[src/sv/kvt_pkg.sv]
`timescale 1ns / 1ps
// Shared types and codes of the key/value table.
// Used by the top level; no dependencies.
package kvt_pkg;

  localparam int unsigned FieldBits = 64;

  typedef enum logic [1:0] {
    OpSet = 2'd0,
    OpGet = 2'd1,
    OpDel = 2'd2,
    OpBad = 2'd3
  } op_e;

  typedef enum logic [2:0] {
    StOk       = 3'd0,
    StFound    = 3'd1,
    StNotFound = 3'd2,
    StError    = 3'd3,
    StFull     = 3'd4
  } status_e;

endpackage

[src/sv/key_value_table_set_get_delete.sv]
`timescale 1ns / 1ps
// Top level of the associative key/value table with set, get and delete.
// Depends on kvt_pkg and kvt_ram.
//
// A request beat is taken at every clock edge where start is high; busy stays low, so one
// request can enter in every cycle. Its result appears on done_o, status_o and read_value_o
// after passing the request and result registers, and is held for exactly one cycle, since the
// receiver cannot stall. The keys sit in flip-flops with one comparator per slot, and a
// priority encoder over the match and valid bits picks the slot, so each request sees the table
// as left by the one before it. Values live in a RAM whose registered read supplies the data
// in the result cycle. The valid bits clear at reset and no clearing pass is needed.
module key_value_table_set_get_delete #(
  parameter int unsigned ENTRIES    = 16,
  parameter int unsigned KEY_BITS   = 64,
  parameter int unsigned VALUE_BITS = 64
) (
  input  logic                          clk_i,
  input  logic                          rst_ni,
  input  logic                          start,
  output logic                          busy,
  input  logic [1:0]                    op_i,
  input  logic [kvt_pkg::FieldBits-1:0] key_i,
  input  logic [kvt_pkg::FieldBits-1:0] new_value_i,
  output logic                          done_o,
  output logic [2:0]                    status_o,
  output logic [kvt_pkg::FieldBits-1:0] read_value_o
);

  localparam int unsigned IdxW = $clog2(ENTRIES);

  logic                    req_vld_q;
  kvt_pkg::op_e            op_q;
  logic [KEY_BITS-1:0]     key_q;
  logic [VALUE_BITS-1:0]   val_q;

  logic [ENTRIES-1:0]      slot_valid_q, slot_valid_d;
  logic [KEY_BITS-1:0]     slot_key_q [ENTRIES];

  logic [ENTRIES-1:0]      hit;
  logic                    hit_any, free_any;
  logic [IdxW-1:0]         hit_idx, free_idx;

  logic                    key_we;
  logic                    val_we;
  logic [IdxW-1:0]         val_waddr;
  logic [VALUE_BITS-1:0]   val_rdata;

  logic                    done_q, done_d;
  kvt_pkg::status_e        status_q, status_d;
  logic                    found_q, found_d;

  assign busy = 1'b0;

  always_ff @(posedge clk_i or negedge rst_ni) begin
    if (!rst_ni) begin
      req_vld_q <= 1'b0;
    end else begin
      req_vld_q <= start;
    end
  end

  always_ff @(posedge clk_i) begin
    if (start) begin
      op_q  <= kvt_pkg::op_e'(op_i);
      key_q <= key_i[KEY_BITS-1:0];
      val_q <= new_value_i[VALUE_BITS-1:0];
    end
  end

  always_comb begin
    for (int i = 0; i < ENTRIES; i++) begin
      hit[i] = slot_valid_q[i] && (slot_key_q[i] == key_q);
    end
  end

  always_comb begin
    hit_any  = |hit;
    free_any = ~&slot_valid_q;
    hit_idx  = '0;
    free_idx = '0;
    for (int i = ENTRIES - 1; i >= 0; i--) begin
      if (hit[i]) begin
        hit_idx = IdxW'(i);
      end
      if (!slot_valid_q[i]) begin
        free_idx = IdxW'(i);
      end
    end
  end

  always_comb begin
    slot_valid_d = slot_valid_q;
    key_we       = 1'b0;
    val_we       = 1'b0;
    val_waddr    = hit_any ? hit_idx : free_idx;
    done_d       = req_vld_q;
    status_d     = kvt_pkg::StError;
    found_d      = 1'b0;
    if (req_vld_q) begin
      case (op_q)
        kvt_pkg::OpSet: begin
          if (hit_any) begin
            val_we   = 1'b1;
            status_d = kvt_pkg::StOk;
          end else if (free_any) begin
            key_we                 = 1'b1;
            val_we                 = 1'b1;
            slot_valid_d[free_idx] = 1'b1;
            status_d               = kvt_pkg::StOk;
          end else begin
            status_d = kvt_pkg::StFull;
          end
        end
        kvt_pkg::OpGet: begin
          found_d  = hit_any;
          status_d = hit_any ? kvt_pkg::StFound : kvt_pkg::StNotFound;
        end
        kvt_pkg::OpDel: begin
          if (hit_any) begin
            slot_valid_d[hit_idx] = 1'b0;
          end
          status_d = kvt_pkg::StOk;
        end
        default: begin
          status_d = kvt_pkg::StError;
        end
      endcase
    end
  end

  always_ff @(posedge clk_i or negedge rst_ni) begin
    if (!rst_ni) begin
      slot_valid_q <= '0;
      done_q       <= 1'b0;
      status_q     <= kvt_pkg::StOk;
      found_q      <= 1'b0;
    end else begin
      slot_valid_q <= slot_valid_d;
      done_q       <= done_d;
      status_q     <= status_d;
      found_q      <= found_d;
    end
  end

  always_ff @(posedge clk_i) begin
    if (key_we) begin
      slot_key_q[free_idx] <= key_q;
    end
  end

  kvt_ram #(
    .Width(VALUE_BITS),
    .Depth(ENTRIES)
  ) u_value_ram (
    .clk_i  (clk_i),
    .we_i   (val_we),
    .waddr_i(val_waddr),
    .wdata_i(val_q),
    .raddr_i(hit_idx),
    .rdata_o(val_rdata)
  );

  assign done_o       = done_q;
  assign status_o     = status_q;
  assign read_value_o = found_q ? kvt_pkg::FieldBits'(val_rdata) : '0;

endmodule

[src/sv/kvt_ram.sv]
`timescale 1ns / 1ps
// Generic single-write, single-read RAM with a registered read port.
// Standalone; no package dependencies.
module kvt_ram #(
  parameter int unsigned Width = 8,
  parameter int unsigned Depth = 16
) (
  input  logic                     clk_i,
  input  logic                     we_i,
  input  logic [$clog2(Depth)-1:0] waddr_i,
  input  logic [Width-1:0]         wdata_i,
  input  logic [$clog2(Depth)-1:0] raddr_i,
  output logic [Width-1:0]         rdata_o
);

  logic [Width-1:0] mem_q [Depth];
  logic [Width-1:0] rdata_q;

  always_ff @(posedge clk_i) begin
    if (we_i) begin
      mem_q[waddr_i] <= wdata_i;
    end
    rdata_q <= mem_q[raddr_i];
  end

  assign rdata_o = rdata_q;

endmodule
[config.mk]
export PLATFORM = sky130hd
export DESIGN_NAME = key_value_table_set_get_delete
export DESIGN_NICKNAME = d
export VERILOG_FILES = /design/src/sv/kvt_pkg.sv /design/src/sv/key_value_table_set_get_delete.sv /design/src/sv/kvt_ram.sv
export SDC_FILE = /design/constraint.sdc
export NUM_CORES = 2
export LEC_CHECK = 0
export BUFFER_PORTS_ARGS = -buffer_cell sky130_fd_sc_hd__buf_2
export CAP_MARGIN = 0
export CORE_MARGIN = 2
export CORE_UTILIZATION = 50
export CTS_BUF_LIST = sky130_fd_sc_hd__clkbuf_8
export CTS_CLUSTER_DIAMETER = 50
export DETAILED_ROUTE_END_ITERATION = 8
export GPL_TIMING_DRIVEN = 0
export PLACE_DENSITY = 0.68
export RECOVER_POWER = 25
export SKIP_LAST_GASP = 1
export SYNTH_ARGS = -nofsm -noshare
export SYNTH_HDL_FRONTEND = slang
export SYNTH_HIERARCHICAL = 1
export SYNTH_SLANG_ARGS = --single-unit
[constraint.sdc]
create_clock -name clk_i -period 14.4 [get_ports clk_i]
set_clock_uncertainty 0.05 [all_clocks]
set_input_delay 0 -clock clk_i [delete_from_list [all_inputs] [get_ports clk_i]]
set_output_delay 0 -clock clk_i [all_outputs]
set_load 0.05 [all_outputs]
==> results.yml <==
run_status:
  status: "finished, violations left"
  failed_checks: "capacitance limit, slew limit"
placement:
  dp_cells: 7485
  gp_congestion: 0.998
  place_area_mm2: 0.0965
  dp_slack_ps: 6330
  dp_hpwl_um: 192000
  io_buffers: 200
clock_tree:
  cts.sinks: 2264
  cts_tree: "built"
  numCtsBuffers: 376
  postCtsSetupBuffers: 0
  insertion_delay_ps: 1120
  clk_pin_slew_ps: 60
  root_buffer: "clkbuf_8"
  htreeDepth: 5
  clock_path_buffers: 4
finish:
  layout-drive-gt1-share: 0.216
  final_area_mm2: 0.106
  nFillCells: 12700
  syn_to_final_growth_pct: 19.0
  final_cells: 8421
  fin_util: 0.600
  final_nets: 5925
grt:
  grt.overflow.total: 0
  grt_pass1_vias: 50300
  grt_first_pass_wirelength_um: 399000
  grt_usage: 0.325
  antenna_found_initial: 27
  grt_max_degree: 76
timing:
  setup_violations: 0
  drv_slew: 245
  slew_headroom: -0.386
  finalCritPeriodShare: 0.597
  period_minus_slack_ps: 8600
  max_freq_ghz: 0.116
  tightest_slew_ps: 2080
  rsz0062_at_grt: "false"
  hold_viol: 0
  fin_ws_ps: 5800
worst_setup_path:
  crit_family: "simple AND/OR/NAND/NOR gates"
  path_cells: "buf_2 > buf_4 > xor2_1 > nor4_1 > nand4_1 > nor3_1 > nand4_1 > nor2b_1 > o311ai_1 > a31o_2 > o21ai_0 > nand2_1 > nor2_4 > buf_12 > buf_16"
  crit_fanout: 18
  critical-path-slowest-cell: "edfxtp_1"
  crit_path_frequent_cell: "nand4_1"
  critPathBufInv: 4
  cpPeakStageDelay_ps: 1360
  arrival_ps: 9300
  startpoint_type: "flip-flop"
  worstSetupPathType: "reg -> reg"
  endpoint_kind: "flip-flop"
  required_ps: 15100
drt:
  wl_per_cell_um: 35.1
  wl_met2_um: 132000
  drc: 0
  wl_met3_um: 38800
  totalWireLength_um: 296000
  dr.max_layer_used: "met5"
  wl_met1_um: 111000
  drtIter0Drc: 9198
  viasPerCell: 6.24
  dr.pass1.iters: 8
  vias: 52500
  ant_nets: 0
synthesis:
  ys_seq_elements: 2264
  synthArstFlopShare: 0.00972
  synth-edff-count: 2178
  syn_area_mm2: 0.0891
  yosys_warnings: 6
  syn-num-nets: 4910
  synth.distinct_cells: 86
  yosys.area.top_type: "edfxtp_1"
  yosys-top-cells-area: "edfxtp_1, mux4_2, xnor2_1"
  synth_flop_cell: "edfxtp_1"
  synth.most_common_cell: "edfxtp_1"
  netlist.area_leader.share: 0.734
  syn_area_per_cell_um2: 18.7
  synth_cells: 4777
  synthTopCellsByCount: "edfxtp_1, xnor2_1, xor2_1"
  yosysSeqAreaShare: 0.754
floorplanning:
  dieHeight_um: 426
  start_util: 0.504
  die_x_um: 426
  rows: 154
  die_area_mm2: 0.182
  io_pins: 202
  core_mm2: 0.177
worst_hold_path:
  hp-class: "in -> reg"
pwr:
  leakagePower_uw: 0.0349
  powerDensity_mw_per_mm2: 135
  peakVddDrop_uv: 96.5
  power.total_uw: 14300
flow_run:
  maxCapViolations: 18
-- repair_timing --
item / CTS / global route
hold buffers: 268 / 0
endpoints found under the hold margin: 283 / 0
resized for setup: 0 / 0
-- final timing paths --
kind / slack (ps) / cells past startpoint / endpoint / from
hold reg to reg: 380 / 0 / done_o$_DFF_PN0_ / done_d$_DFF_PN0_
setup / recovery: 5800 / 15 / u_value_ram/mem_q[15][48]$_DFFE_PP_ / key_q[0]$_DFFE_PP_
max in group asynchronous: 12540 / 5 / slot_valid_q[9]$_DFFE_PN0P_ / rst_ni
hold / removal: 80 / 3 / val_q[25]$_DFFE_PP_ / new_value_i[25]
setup reg to reg: 5800 / 15 / u_value_ram/mem_q[15][48]$_DFFE_PP_ / key_q[0]$_DFFE_PP_
min in group asynchronous: 890 / 5 / found_q$_DFF_PN0_ / rst_ni
-- tightest hold or removal path: cells and delay by family --
| family | cells | cell delay, ps |
|---|---|---|
| buf+inv | 3 | 1120 |
-- where the power goes --
part           internal [uW]  switching [uW]  leakage (uW)
registers               7530             261        0.0205
logic                    412             808        0.0104
clock network           2760            2530       0.00402
-- state kept, by name, indices dropped and copies added, names as in the netlist --
name                 count
u_value_ram/mem_q     1024
key_q                   64
op_q                     2
done_d                   1
slot_valid_q            16
status_o                 3
u_value_ram/rdata_o     64
val_q                   64
done_o                   1
found_q                  1
slot_key_q            1024
-- routing by layer --
layer	vias to the layer above	global-route usage
li1	20900	-
met1	27000	0.454
met2	3927	0.487
met3	735	0.0882
met4	4	0.130
met5	-	0
-- layout by cell type, fill, tap and decap left out, drive strengths merged, types with 5 or more instances in the layout --
cell / n
o21ai: 15
nand4: 138
and2: 69
o2bb2ai: 27
xnor2: 427
a221oi: 11
clkinvlp: 7
o22ai: 38
a22o: 18
nor2b: 48
clkbuf: 485
a22oi: 134
nor2: 67
a221o: 6
edfxtp: 2178
a2bb2oi: 6
clkinv: 89
bufinv: 7
o2111ai: 36
nor3: 34
diode: 17
a21oi: 25
dfrtp: 22
a2111oi: 15
mux4: 256
dlygate4sd3: 266
nand2: 103
or4: 11
nand2b: 104
buf: 521
xor2: 371
o221ai: 14
dfxtp: 64
nor4: 130
o211ai: 5
inv: 227
nand3: 24
-- area by class of cell --
type	instances	area [um^2]	share of cell area
Sequential cell	2264	67200	0.634
Multi-Input combinational cell	2198	20400	0.193
Timing Repair Buffer	637	6810	0.0642
Clock buffer	417	5740	0.0541
Tap cell	2340	2930	0.0276
Buffer	218	1360	0.0129
Clock inverter	233	1140	0.0107
Inverter	97	370	0.00349
Antenna cell	17	42.5	0.000401
-- per-stage QoR --
stage                     TNS [ps]  hold slack (ps)
after floorplan                  0             -346
after detailed placement         0            -20.4
after CTS                        0            0.693
final                            0             77.4
after global placement     -710280            -16.7
after global routing             0             52.2
-- cell families (layout without fill, tap and decap cells) --
logic type / Yosys count / in the layout / synth area share
AOI/OAI and AO/OA: 385 / 385 / 0.0339
xor gates and xnor gates: 798 / 798 / 0.0784
buffers and inverters: 315 / 1602 / 0.0195
DFF: 2264 / 2264 / 0.754
muxes: 256 / 256 / 0.0647
other: 1 / 18 / 0.0000421
and+or+nand+nor: 758 / 758 / 0.0493
No activity file was read; power rests on OpenSTA's default activity.
